`config.mk`:
```
export PLATFORM = sky130hd
export DESIGN_NAME = polymorphic_dispatch_cache_unit_flat
export DESIGN_NICKNAME = d
export VERILOG_FILES = /design/src/design/pdc_pkg.sv /design/src/design/pdc_req_if.sv /design/src/design/pdc_rsp_if.sv /design/src/design/polymorphic_dispatch_cache_unit.sv /design/src/design/pdc_ram.sv /design/src/flat_wrapper.sv
export SDC_FILE = /design/constraint.sdc
export NUM_CORES = 1
export LEC_CHECK = 0
export ABC_AREA = 1
export BUFFER_PORTS_ARGS = -buffer_cell sky130_fd_sc_hd__buf_2
export CAP_MARGIN = 20
export CORE_UTILIZATION = 47
export DETAILED_ROUTE_END_ITERATION = 8
export PLACE_DENSITY = 0.69
export SETUP_SLACK_MARGIN = 0.2
export SLEW_MARGIN = 20
export SYNTH_ARGS = -nofsm -noshare
export SYNTH_HDL_FRONTEND = slang
export SYNTH_HIERARCHICAL = 1
export SYNTH_SLANG_ARGS = --single-unit
```
`constraint.sdc`:
```
create_clock -name clk -period 9.3 [get_ports clk]
set_clock_uncertainty 0.2 [all_clocks]
set_input_delay 1.86 -clock clk [delete_from_list [all_inputs] [get_ports clk]]
set_output_delay 1.86 -clock clk [all_outputs]
set_load 0.02 [all_outputs]
```
`src/design/pdc_pkg.sv`:
```
`timescale 1ns / 1ps
// Package for the polymorphic dispatch cache: command and site-state codes and field widths.
// Depends on nothing; used by the interfaces and the top level.
package pdc_pkg;

	localparam int CMD_BITS   = 2;
	localparam int KEY_BITS   = 32;
	localparam int ADDR_BITS  = 32;
	localparam int HIT_BITS   = 32;
	localparam int STATE_BITS = 2;
	localparam int COUNT_BITS = 4;

	localparam logic [CMD_BITS-1:0] CMD_LOOKUP = 2'd0;
	localparam logic [CMD_BITS-1:0] CMD_UPDATE = 2'd1;
	localparam logic [CMD_BITS-1:0] CMD_INVAL  = 2'd2;

	localparam logic [STATE_BITS-1:0] SITE_UNINIT = 2'd0;
	localparam logic [STATE_BITS-1:0] SITE_MONO   = 2'd1;
	localparam logic [STATE_BITS-1:0] SITE_POLY   = 2'd2;
	localparam logic [STATE_BITS-1:0] SITE_MEGA   = 2'd3;

	localparam logic [HIT_BITS-1:0] HIT_MAX = '1;

	typedef logic [CMD_BITS-1:0]   cmd_t;
	typedef logic [KEY_BITS-1:0]   key_t;
	typedef logic [ADDR_BITS-1:0]  addr_t;
	typedef logic [HIT_BITS-1:0]   hits_t;
	typedef logic [STATE_BITS-1:0] site_t;
	typedef logic [COUNT_BITS-1:0] count_t;

endpackage

```
`src/design/pdc_req_if.sv`:
```
`timescale 1ns / 1ps
// Request channel of the dispatch cache: valid, ready and one command transaction.
// Depends on pdc_pkg.
interface pdc_req_if;
	import pdc_pkg::*;

	logic  valid;
	logic  ready;
	cmd_t  cmd;
	key_t  type_key;
	addr_t target_addr;

	modport source (output valid, output cmd, output type_key, output target_addr, input ready);
	modport sink (input valid, input cmd, input type_key, input target_addr, output ready);
endinterface

```
`src/design/pdc_rsp_if.sv`:
```
`timescale 1ns / 1ps
// Response channel of the dispatch cache: valid, ready and one result transaction.
// Depends on pdc_pkg.
interface pdc_rsp_if;
	import pdc_pkg::*;

	logic   valid;
	logic   ready;
	logic   hit;
	addr_t  found_target;
	hits_t  entry_hits;
	site_t  site_state;
	count_t entry_count;

	modport source (output valid, output hit, output found_target, output entry_hits,
		output site_state, output entry_count, input ready);
	modport sink (input valid, input hit, input found_target, input entry_hits,
		input site_state, input entry_count, output ready);
endinterface

```
`src/design/polymorphic_dispatch_cache_unit.sv`:
```
`timescale 1ns / 1ps
// Single call-site polymorphic inline cache; entries live in one pdc_ram.
// A lookup reads the entries newest first (at most MAX_TYPES), one RAM read a cycle,
// until one matches the key or none is left.
// The next transaction is accepted once the result sits in the output register.
// Reset clears the site to uninitialised with no entries; RAM contents are not cleared.
// Depends on pdc_pkg, pdc_req_if, pdc_rsp_if and pdc_ram.
module polymorphic_dispatch_cache_unit #(
	parameter int MAX_TYPES   = 8,
	parameter int TYPE_BITS   = 32,
	parameter int TARGET_BITS = 32
) (
	input  logic  clk,
	input  logic  arst_n,
	pdc_req_if.sink   req,
	pdc_rsp_if.source rsp
);
	import pdc_pkg::*;

	localparam int KEY_W  = (TYPE_BITS < KEY_BITS) ? TYPE_BITS : KEY_BITS;
	localparam int TGT_W  = (TARGET_BITS < ADDR_BITS) ? TARGET_BITS : ADDR_BITS;
	localparam int WORD_W = KEY_W + TGT_W + HIT_BITS;
	localparam int IDX_W  = $clog2(MAX_TYPES);
	localparam int CNT_W  = $clog2(MAX_TYPES + 1);

	localparam logic [1:0] S_IDLE = 2'd0;
	localparam logic [1:0] S_SCAN = 2'd1;
	localparam logic [1:0] S_MONO = 2'd2;
	localparam logic [1:0] S_OUT  = 2'd3;

	logic [1:0]       state_q, state_d;
	logic [CNT_W-1:0] count_q, count_d;
	site_t            morph_q, morph_d;
	logic [IDX_W-1:0] idx_q, idx_d;
	logic [KEY_W-1:0] key_q;
	logic [TGT_W-1:0] tgt_q;
	logic             res_hit_q, res_hit_d;
	addr_t            res_tgt_q, res_tgt_d;
	hits_t            res_hits_q, res_hits_d;
	logic             rsp_valid_q;

	logic              ram_we, ram_re;
	logic [IDX_W-1:0]  ram_waddr, ram_raddr;
	logic [WORD_W-1:0] ram_wdata, ram_rdata;

	logic             req_fire;
	logic [KEY_W-1:0] req_key;
	logic [TGT_W-1:0] req_tgt;
	logic [KEY_W-1:0] rd_key;
	logic [TGT_W-1:0] rd_tgt;
	hits_t            rd_hits, inc_hits;
	logic [IDX_W-1:0] last_idx, tail_idx;
	logic             load_out;

	pdc_ram #(
		.WIDTH(WORD_W),
		.DEPTH(MAX_TYPES)
	) u_entries (
		.clk  (clk),
		.we   (ram_we),
		.waddr(ram_waddr),
		.wdata(ram_wdata),
		.re   (ram_re),
		.raddr(ram_raddr),
		.rdata(ram_rdata)
	);

	assign req.ready = (state_q == S_IDLE);
	assign req_fire  = req.valid && req.ready;
	assign req_key   = req.type_key[KEY_W-1:0];
	assign req_tgt   = req.target_addr[TGT_W-1:0];

	assign rd_key   = ram_rdata[WORD_W-1 -: KEY_W];
	assign rd_tgt   = ram_rdata[HIT_BITS +: TGT_W];
	assign rd_hits  = ram_rdata[HIT_BITS-1:0];
	assign inc_hits = (rd_hits == HIT_MAX) ? rd_hits : rd_hits + hits_t'(1);

	assign last_idx = IDX_W'(count_q - CNT_W'(1));
	assign tail_idx = IDX_W'(count_q);
	assign load_out = (state_q == S_OUT) && (!rsp_valid_q || rsp.ready);

	always_comb begin
		state_d    = state_q;
		count_d    = count_q;
		morph_d    = morph_q;
		idx_d      = idx_q;
		res_hit_d  = res_hit_q;
		res_tgt_d  = res_tgt_q;
		res_hits_d = res_hits_q;
		ram_we     = 1'b0;
		ram_waddr  = tail_idx;
		ram_wdata  = {key_q, tgt_q, hits_t'(0)};
		ram_re     = 1'b0;
		ram_raddr  = last_idx;
		unique case (state_q)
			S_IDLE: begin
				if (req_fire) begin
					res_hit_d  = 1'b0;
					res_tgt_d  = '0;
					res_hits_d = '0;
					state_d    = S_OUT;
					case (req.cmd)
						CMD_LOOKUP: begin
							if (count_q != '0) begin
								ram_re  = 1'b1;
								idx_d   = last_idx;
								state_d = S_SCAN;
							end
						end
						CMD_UPDATE: begin
							case (morph_q)
								SITE_UNINIT: begin
									ram_we    = 1'b1;
									ram_waddr = '0;
									ram_wdata = {req_key, req_tgt, hits_t'(0)};
									count_d   = CNT_W'(1);
									morph_d   = SITE_MONO;
								end
								SITE_MONO: begin
									ram_re  = 1'b1;
									state_d = S_MONO;
								end
								SITE_POLY: begin
									if (count_q == CNT_W'(MAX_TYPES)) begin
										morph_d = SITE_MEGA;
									end else begin
										ram_we    = 1'b1;
										ram_wdata = {req_key, req_tgt, hits_t'(0)};
										count_d   = count_q + CNT_W'(1);
									end
								end
								default: begin
								end
							endcase
						end
						CMD_INVAL: begin
							count_d = '0;
							morph_d = SITE_UNINIT;
						end
						default: begin
						end
					endcase
				end
			end
			S_SCAN: begin
				if (rd_key == key_q) begin
					ram_we     = 1'b1;
					ram_waddr  = idx_q;
					ram_wdata  = {rd_key, rd_tgt, inc_hits};
					res_hit_d  = 1'b1;
					res_tgt_d  = addr_t'(rd_tgt);
					res_hits_d = inc_hits;
					state_d    = S_OUT;
				end else if (idx_q == '0) begin
					state_d = S_OUT;
				end else begin
					ram_re    = 1'b1;
					ram_raddr = idx_q - IDX_W'(1);
					idx_d     = idx_q - IDX_W'(1);
				end
			end
			S_MONO: begin
				if (rd_key != key_q) begin
					ram_we  = 1'b1;
					count_d = count_q + CNT_W'(1);
					morph_d = SITE_POLY;
				end
				state_d = S_OUT;
			end
			S_OUT: begin
				if (load_out) begin
					state_d = S_IDLE;
				end
			end
			default: begin
				state_d = S_IDLE;
			end
		endcase
	end

	always_ff @(posedge clk or negedge arst_n) begin
		if (!arst_n) begin
			state_q     <= S_IDLE;
			count_q     <= '0;
			morph_q     <= SITE_UNINIT;
			rsp_valid_q <= 1'b0;
		end else begin
			state_q <= state_d;
			count_q <= count_d;
			morph_q <= morph_d;
			if (load_out) begin
				rsp_valid_q <= 1'b1;
			end else if (rsp.ready) begin
				rsp_valid_q <= 1'b0;
			end
		end
	end

	always_ff @(posedge clk) begin
		idx_q      <= idx_d;
		res_hit_q  <= res_hit_d;
		res_tgt_q  <= res_tgt_d;
		res_hits_q <= res_hits_d;
		if (req_fire) begin
			key_q <= req_key;
			tgt_q <= req_tgt;
		end
		if (load_out) begin
			rsp.hit          <= res_hit_q;
			rsp.found_target <= res_tgt_q;
			rsp.entry_hits   <= res_hits_q;
			rsp.site_state   <= morph_q;
			rsp.entry_count  <= count_t'(count_q);
		end
	end

	assign rsp.valid = rsp_valid_q;

	a_count_bound: assert property (@(posedge clk) disable iff (!arst_n)
		count_q <= CNT_W'(MAX_TYPES))
		else $error("Entry count exceeds the number of ways.");

	a_uninit_empty: assert property (@(posedge clk) disable iff (!arst_n)
		morph_q == SITE_UNINIT |-> count_q == '0)
		else $error("Uninitialised site holds entries.");

	a_mono_single: assert property (@(posedge clk) disable iff (!arst_n)
		morph_q == SITE_MONO |-> count_q == CNT_W'(1))
		else $error("Monomorphic site does not hold exactly one entry.");

	a_hit_counted: assert property (@(posedge clk) disable iff (!arst_n)
		rsp.valid && rsp.hit |-> rsp.entry_hits != '0)
		else $error("Lookup hit reported with a zero hit count.");

endmodule

```
`src/design/pdc_ram.sv`:
```
`timescale 1ns / 1ps
// Generic single-write, single-read synchronous RAM with a registered read port.
// Depends on nothing.
module pdc_ram #(
	parameter int WIDTH = 96,
	parameter int DEPTH = 8
) (
	input  logic                     clk,
	input  logic                     we,
	input  logic [$clog2(DEPTH)-1:0] waddr,
	input  logic [WIDTH-1:0]         wdata,
	input  logic                     re,
	input  logic [$clog2(DEPTH)-1:0] raddr,
	output logic [WIDTH-1:0]         rdata
);
	logic [WIDTH-1:0] mem [DEPTH];

	always_ff @(posedge clk) begin
		if (we) begin
			mem[waddr] <= wdata;
		end
		if (re) begin
			rdata <= mem[raddr];
		end
	end
endmodule
```
`src/flat_wrapper.sv`:
```
// flat-port wrapper written by rule: the top's interface ports become plain ports
module polymorphic_dispatch_cache_unit_flat import pdc_pkg::*;
#(
	parameter int MAX_TYPES   = 8,
	parameter int TYPE_BITS   = 32,
	parameter int TARGET_BITS = 32
)
  (clk, arst_n, req_valid, req_cmd, req_type_key, req_target_addr, req_ready, rsp_valid, rsp_hit, rsp_found_target, rsp_entry_hits, rsp_site_state, rsp_entry_count, rsp_ready);
  pdc_req_if req_i ();
  pdc_rsp_if rsp_i ();
  input  logic clk;
  input  logic arst_n;
  input wire logic [$bits(req_i.valid)-1:0] req_valid;
  input wire logic [$bits(req_i.cmd)-1:0] req_cmd;
  input wire logic [$bits(req_i.type_key)-1:0] req_type_key;
  input wire logic [$bits(req_i.target_addr)-1:0] req_target_addr;
  output wire logic [$bits(req_i.ready)-1:0] req_ready;
  output wire logic [$bits(rsp_i.valid)-1:0] rsp_valid;
  output wire logic [$bits(rsp_i.hit)-1:0] rsp_hit;
  output wire logic [$bits(rsp_i.found_target)-1:0] rsp_found_target;
  output wire logic [$bits(rsp_i.entry_hits)-1:0] rsp_entry_hits;
  output wire logic [$bits(rsp_i.site_state)-1:0] rsp_site_state;
  output wire logic [$bits(rsp_i.entry_count)-1:0] rsp_entry_count;
  input wire logic [$bits(rsp_i.ready)-1:0] rsp_ready;
  assign req_i.valid = req_valid;
  assign req_i.cmd = req_cmd;
  assign req_i.type_key = req_type_key;
  assign req_i.target_addr = req_target_addr;
  assign req_ready = req_i.ready;
  assign rsp_valid = rsp_i.valid;
  assign rsp_hit = rsp_i.hit;
  assign rsp_found_target = rsp_i.found_target;
  assign rsp_entry_hits = rsp_i.entry_hits;
  assign rsp_site_state = rsp_i.site_state;
  assign rsp_entry_count = rsp_i.entry_count;
  assign rsp_i.ready = rsp_ready;
  polymorphic_dispatch_cache_unit #(.MAX_TYPES(MAX_TYPES), .TYPE_BITS(TYPE_BITS), .TARGET_BITS(TARGET_BITS)) u_core (.clk(clk), .arst_n(arst_n), .req(req_i), .rsp(rsp_i));
endmodule
```
## Yosys cells after proc, flatten, opt, wreduce, memory -nomap -nowiden

Memories as Yosys holds them, arrays and structs flattened. A register that Yosys moved wholly into a read port is not among the register bits.
Index checks and enable logic that the tools add are counted.

| storage, ports and cells | value |
|---|---|
| register bits | 212 |
| bits in writable memories | 768 |
| output and inout port bits | 73 |
| memories kept | 1 |

Memories:

| name | depth | bits a word | rd ports | clocked after Yosys merged registers in | write ports | RTL line | source |
|---|---|---|---|---|---|---|---|
| u_core.u_entries.mem | 8 | 96 | 1 | 1 | 1 | pdc_ram.sv:16 | `logic [WIDTH-1:0] mem [DEPTH];` |

| operators by class | value |
|---|---|
| add/subtract/negate cells | 4 |
| equality and inequality tests | 24 |
| muxes and demuxes | 67 |
| reduce and logical (&&, ||, !) cells | 17 |

Operator list:

| kind | count |
|---|---|
| 96-bit 2-to-1 mux | 4 |
| 96-bit case mux with 2 select lines | 2 |
| 32-bit 2-to-1 mux | 4 |
| 32-bit case mux with 2 select lines | 2 |
| 3-bit 2-to-1 mux | 12 |
| 32-bit by 1-bit adder with 32-bit output, second input constant | 1 |
| 32-bit equality test | 1 |
| 32-bit equality test, second input constant | 1 |
| 32-bit inequality test | 1 |
| 4-bit case mux with 2 select lines | 3 |
| 6-bit AND reduction | 3 |
| 1-bit 2-to-1 mux | 17 |
| 2-bit 2-to-1 mux | 8 |
| 2-bit case mux with 2 select lines | 4 |
| 4-bit 2-to-1 mux | 3 |
| 4-bit inequality test, second input constant | 3 |
| 3-bit case mux with 2 select lines | 2 |
| 2-bit inequality test, second input constant | 5 |
| 2-bit equality test, second input constant | 4 |
| 1-bit case mux with 2 select lines | 4 |
| 2-bit case mux with 4 select lines | 1 |
| 2-bit by 1-bit equality test with 1-bit output, second input constant | 3 |
| 2-bit zero test | 3 |
| 2-bit by 1-bit inequality test with 1-bit output, second input constant | 3 |
| 13 further kinds | 18 |

## Longest topological paths before layout

| depth | value |
|---|---|
| depth after elaboration | 8 |
| depth in mapped cells | 21 |
| mapped depth without buffers | 17 |

## Modules after synthesis

Netlist, hierarchy kept.

By module, submodules not included:

| module | times used | cells each | area an instance (um^2) | seq. area each (um^2) |
|---|---|---|---|---|
| pdc_ram | 1 | 3432 | 36501.3 | 25944.9 |
| polymorphic_dispatch_cache_unit | 1 | 1323 | 11397.2 | 6321.1 |

## Worst setup path before layout

OpenSTA, ideal clock, no wires.

| timing path | value |
|---|---|
| path type | input port to flip-flop |
| from | in req_cmd[0] |
| to | mem u_core.u_entries.mem[1][0] (enable) |
| arrival time | 6.922 ns |
| data required time | 8.548 ns |
| setup slack | 1.625 ns |
| stages | 13 |
| path buffers | 1 |
| path through | inv_1 nor2_2 nand2_1 inv_1 nand2_4 nor2_8 inv_4 buf_2 nand3_1 nand2_1 inv_1 nand2_1 nor2_1 |

| on the way | value |
|---|---|
| cells in the longest elaborated chain, start to end | 6 |

RTL lines:

| element | RTL line | source |
|---|---|---|
| start, declared | flat_wrapper.sv:14 | `input wire logic [$bits(req_i.cmd)-1:0] req_cmd;` |
| 2-bit by 1-bit equality test with 1-bit output | polymorphic_dispatch_cache_unit.sv:102 | `case (req.cmd)` |
| 1-bit 2-to-1 mux | polymorphic_dispatch_cache_unit.sv:102 |  |
| 1-bit 2-to-1 mux | polymorphic_dispatch_cache_unit.sv:97 | `if (req_fire) begin` |
| 1-bit case mux with 3 select lines | polymorphic_dispatch_cache_unit.sv:95 | `unique case (state_q)` |
| net u_core.ram_we | polymorphic_dispatch_cache_unit.sv:42 | `logic ram_we, ram_re;` |
| 1-bit 2-to-1 mux | pdc_ram.sv:19 | `if (we) begin` |
| 1-bit 2-to-1 mux (implied by the code) | pdc_ram.sv:20 | `mem[waddr] <= wdata;` |
| end, declared | pdc_ram.sv:16 |  |

The timed path passes the listed nets, and every way through them passes these cells.

## Worst setup path after layout

| timing path | value |
|---|---|
| from | reg u_core.key_q[27] |
| to | reg u_core.u_entries.rdata[50], read port of u_core.u_entries.mem (data pin) |

| on the way | value |
|---|---|
| cells in the longest elaborated chain, start to end | 3 |

RTL lines:

| element | RTL line | source |
|---|---|---|
| start, declared | polymorphic_dispatch_cache_unit.sv:35 | `logic [KEY_W-1:0] key_q;` |
| start signal, assigned | polymorphic_dispatch_cache_unit.sv:205 | `key_q <= req_key;` |
| 32-bit equality test | polymorphic_dispatch_cache_unit.sv:146 | `if (rd_key == key_q) begin` |
| 3-bit 2-to-1 mux | polymorphic_dispatch_cache_unit.sv:146 |  |
| 3-bit 2-to-1 mux | polymorphic_dispatch_cache_unit.sv:95 |  |
| net u_core.ram_raddr[0] | polymorphic_dispatch_cache_unit.sv:43 | `logic [IDX_W-1:0] ram_waddr, ram_raddr;` |
| end, declared | pdc_ram.sv:14 | `output logic [WIDTH-1:0] rdata` |

The timed path passes the listed nets, and every way through them passes these cells.
A chain may end at the register's enable or synchronous reset.

==> flow_results.xml <==
<?xml version="1.0" encoding="UTF-8"?>
<metrics>
  <group name="die">
    <metric name="area_inside_the_core_boundary" unit="um^2">100600</metric>
    <metric name="starting_utilization_of_the_core_area" unit="">0.4762</metric>
    <metric name="overall_die_width" unit="um">321.2</metric>
    <metric name="rows" unit="">116</metric>
    <metric name="die_area" unit="um^2">103200</metric>
    <metric name="io_pins" unit="">143</metric>
    <metric name="dieHeight" unit="um">321.2</metric>
  </group>
  <group name="route">
    <metric name="totalWireLength" unit="um">111300</metric>
    <metric name="drt_pre_antenna_iters" unit="">6</metric>
    <metric name="antenna_violating_nets_post_route" unit="">0</metric>
    <metric name="wl_per_cell" unit="um">17.64</metric>
    <metric name="detail_route.vias_per_cell" unit="">5.020</metric>
    <metric name="drt_drc_violations_left" unit="">0</metric>
    <metric name="vias" unit="">31670</metric>
    <metric name="drt_iter0_drc" unit="">2554</metric>
  </group>
  <group name="clock_network">
    <metric name="cts-hold-fix-buffers" unit="">0</metric>
    <metric name="tritoncts" unit="">yes</metric>
    <metric name="tritoncts_num_sinks" unit="">1076</metric>
    <metric name="post_cts.resized_instances" unit="">0</metric>
    <metric name="worst_skew_pair_latency" unit="ns">0.68</metric>
    <metric name="clk_tree_root_cell" unit="">clkbuf_16</metric>
    <metric name="numCtsBuffers" unit="">109</metric>
    <metric name="h-tree-depth" unit="">3</metric>
    <metric name="worst_setup_hold_path_clk_slew" unit="ns">0.06</metric>
    <metric name="clk_path_buf_depth" unit="">3</metric>
    <metric name="cts_setup_buffers" unit="">0</metric>
  </group>
  <group name="synthesis">
    <metric name="synth.cell_area" unit="um^2">47900</metric>
    <metric name="post-synth-top-area-cell" unit="">edfxtp_1</metric>
    <metric name="syn_inst" unit="">4755</metric>
    <metric name="sequential_cell_area_fraction_in_the_yosys_report" unit="">0.6736</metric>
    <metric name="syn_area_cell" unit="um^2">10.07</metric>
    <metric name="ys.warnings.count" unit="">6</metric>
    <metric name="share_of_the_synthesized_area_in_the_top_cell_type" unit="">0.6689</metric>
    <metric name="yosys.cell_types.count" unit="">39</metric>
    <metric name="yosys_register_bits" unit="">1076</metric>
    <metric name="synth_fp_nets" unit="">4834</metric>
    <metric name="ys_top_cells_by_area" unit="">edfxtp_1 67%, nand2_1 13%, inv_1 7.6%, nand3_1 4.5%, nor2_1 1.3%</metric>
  </group>
  <group name="critical_path">
    <metric name="ff2ff_path_depth" unit="">18</metric>
    <metric name="critical_path.reg2reg.endpoint" unit="">u_core/u_entries/rdata[50]</metric>
    <metric name="timing.critical_path.arrival" unit="ns">5.52</metric>
    <metric name="critPathSlowestCell" unit="">buf_4</metric>
    <metric name="critical_path.endpoint_type" unit="">flop</metric>
    <metric name="setup.worst_path.start" unit="">u_core/key_q[27]</metric>
    <metric name="critPathKind" unit="">flop to flop</metric>
    <metric name="path_common_cell" unit="">nand2_1</metric>
    <metric name="setup.reg_to_reg.worst_slack" unit="ns">4.01</metric>
    <metric name="crit_path_cell_trace" unit="">inv_1 &gt; nand2_1 &gt; nand2_1 &gt; nand2_1 &gt; nor2_1 &gt; nand2_1 &gt; nor2_2 &gt; nand2_2 &gt; buf_4 &gt; nand3_2 &gt; o21ai_4 &gt; buf_4 &gt; buf_4 &gt; nand2_1 &gt; nand3_1 &gt; nand2_1 &gt; nand2_1 &gt; nand2_1</metric>
    <metric name="worstSetupEndpoint" unit="">u_core/u_entries/rdata[50]</metric>
    <metric name="worst-path-buf-inv" unit="">4</metric>
    <metric name="rr_startpoint" unit="">u_core/key_q[27]</metric>
    <metric name="worst_ep_required_time" unit="ns">9.54</metric>
    <metric name="cp_num_cells" unit="">18</metric>
    <metric name="worst_path_fanout_max" unit="">99</metric>
    <metric name="critical-path-max-stage-delay" unit="ns">0.97</metric>
    <metric name="critical_path.top_delay_family" unit="">buffers and inverters</metric>
    <metric name="crit_path_launch_type" unit="">flop</metric>
  </group>
  <group name="layout">
    <metric name="final_common_cell" unit="">nand2_1</metric>
    <metric name="multiInputGateArea" unit="um^2">10830</metric>
    <metric name="number_of_antenna_cells_inserted" unit="">0</metric>
    <metric name="num-nets-final" unit="">4941</metric>
    <metric name="filler_cell_count" unit="">8539</metric>
    <metric name="layout_common_cells" unit="">1648 x nand2_1, 1067 x edfxtp_1, 970 x inv_1</metric>
    <metric name="seqCellArea" unit="um^2">32270</metric>
    <metric name="layout-drive-gt1-share" unit="">0.08019</metric>
    <metric name="area_growth" unit="%">10.95</metric>
    <metric name="instances_no_fill" unit="">6308</metric>
  </group>
  <group name="timing">
    <metric name="timing.final.crit_period" unit="ns">5.286</metric>
    <metric name="timing.max_slew.rel_slack" unit="">0.2537</metric>
    <metric name="fin_crit_sh" unit="">0.5684</metric>
    <metric name="report.final.setup_viol" unit="">0</metric>
    <metric name="hold_violations" unit="">0</metric>
    <metric name="unrepaired_setup_endpoints_after_global_routing" unit="">no</metric>
    <metric name="max_freq" unit="MHz">189.2</metric>
    <metric name="slew_of_the_pin_with_the_lowest_slew_margin" unit="ns">1.120</metric>
    <metric name="maxSlewViolCount" unit="">0</metric>
    <metric name="totalNegativeSetupSlack" unit="ns">0</metric>
  </group>
  <group name="hold_path">
    <metric name="worstHoldPathCells" unit="">0</metric>
    <metric name="hp-class" unit="">flop to flop</metric>
  </group>
  <group name="placement">
    <metric name="place.port_buffers" unit="">142</metric>
    <metric name="hpwl" unit="um">61780</metric>
    <metric name="dpl.cell_count" unit="">6106</metric>
    <metric name="gp_routability_congestion" unit="">0.9208</metric>
  </group>
  <group name="power">
    <metric name="leakagePower" unit="uW">0.02371</metric>
    <metric name="power_per_standard_cell_area" unit="nW/um^2">376.5</metric>
    <metric name="vdd.ir_drop.worst" unit="V">0.0008490</metric>
  </group>
  <group name="grt">
    <metric name="grt_start_max_net_pins" unit="">184</metric>
    <metric name="grt_usage" unit="">0.2176</metric>
    <metric name="antenna_violations_before_repair" unit="">4</metric>
    <metric name="first_pass_grt_wire_length" unit="um">173000</metric>
    <metric name="grt_pass1_vias" unit="">30600</metric>
    <metric name="grt.overflow.total" unit="">0</metric>
  </group>
  <group name="run_status">
    <metric name="run_status" unit="">completed</metric>
  </group>
  <group name="job">
    <metric name="timing.max_cap.violations" unit="">0</metric>
  </group>
</metrics>
-- power by group --
group	leakage [uW]	switching [uW]	total (uW)	internal, uW
logic	0.0119	6010	8130	2120
clock network	0.00168	1820	4240	2420
registers	0.0101	382	7640	7250
-- kinds of logic after synthesis --
family	count (synthesis)	synth area share
buffers and inverters	1181	0.1033
AOI/OAI and AO/OA	144	0.01758
adders and majority gates	9	0.002351
and+or+nand+nor	2303	0.1954
DFF	1076	0.6736
xor gates and xnor gates	42	0.007680
-- cells in the mapped netlist --
cell,count
a22oi_1,1
nand3_2,1
clkbuf_1,39
xnor2_1,28
nand3_4,1
xor2_1,14
buf_6,48
o22ai_1,8
nand2_4,2
or2_2,4
buf_4,9
inv_1,972
buf_2,94
nor3_2,3
ha_1,9
nand4_1,3
nor3_1,31
o21ai_0,71
a21oi_1,22
nor2_1,160
nand2_1,1649
dfrtp_1,9
nor2_8,1
o21ai_1,2
nor4_1,1
nand2_2,5
nor3b_1,2
nor2_2,6
o2111ai_1,11
inv_4,2
edfxtp_1,1067
o211ai_1,25
a31oi_1,4
nand3b_1,3
nand3_1,430
clkinv_1,1
inv_2,12
buf_1,4
or2_0,1
-- registers in the layout, summed over array words and instances, names as in the netlist, 3 cells and up --
name,count
u_core/key_q,32
u_core/u_entries/rdata,96
u_core/rsp.found_target,32
u_core/count_q,4
u_core/res_hits_q,32
u_core/u_entries/mem,768
u_core/res_tgt_q,32
u_core/rsp.entry_count,4
u_core/tgt_q,32
u_core/rsp.entry_hits,32
u_core/idx_q,3
-- per-layer routing --
metal	share of wire	GRT usage
met5	0.00027	0
met4	0.024	0.06243
met3	0.077	0.03765
met2	0.47	0.3540
met1	0.43	0.3002
-- worst min-delay path by stage --
stage | start | to | slack, ns
4_1_cts | u_core/res_hits_q[11] | u_core/rsp.entry_hits[11] | 0.22
5_1_grt | u_core/res_hits_q[19] | u_core/rsp.entry_hits[19] | 0.22
3_5_place_dp | u_core/res_hits_q[11] | u_core/rsp.entry_hits[11] | 0.20
2_1_floorplan | u_core/res_hits_q[0] | u_core/rsp.entry_hits[0] | 0.20
3_3_place_gp | u_core/res_hits_q[1] | u_core/rsp.entry_hits[1] | 0.20
6_report | u_core/res_tgt_q[4] | u_core/rsp.found_target[4] | 0.22
-- cell type report --
class                      count  share of cell area
sequential                  1076              0.6071
multi-input combinational   2498              0.2037
inverter                     987             0.07021
clock buffer                 136             0.05422
tap                         1357             0.03195
timing repair buffer         190             0.02175
clock inverter                64             0.01102
-- metrics by stage --
| step | total power, uW | utilization | setup WS [ns] | cell area [um^2] | hold WS, ns |
|---|---|---|---|---|---|
| after CTS | 20060 | 0.5277 | 3.491 | 53080 | 0.2177 |
| after global placement | 15620 | 0.4931 | 3.495 | 49590 | 0.2024 |
| after global routing | 21280 | 0.5284 | 3.655 | 53140 | 0.2211 |
| after floorplan | 13580 | - | 1.625 | 47900 | 0.2003 |
| after detailed placement | 15780 | 0.4933 | 3.448 | 49610 | 0.2045 |
| final | 20010 | 0.5284 | 4.014 | 53140 | 0.2164 |
Power figures use the tool's default switching activity.
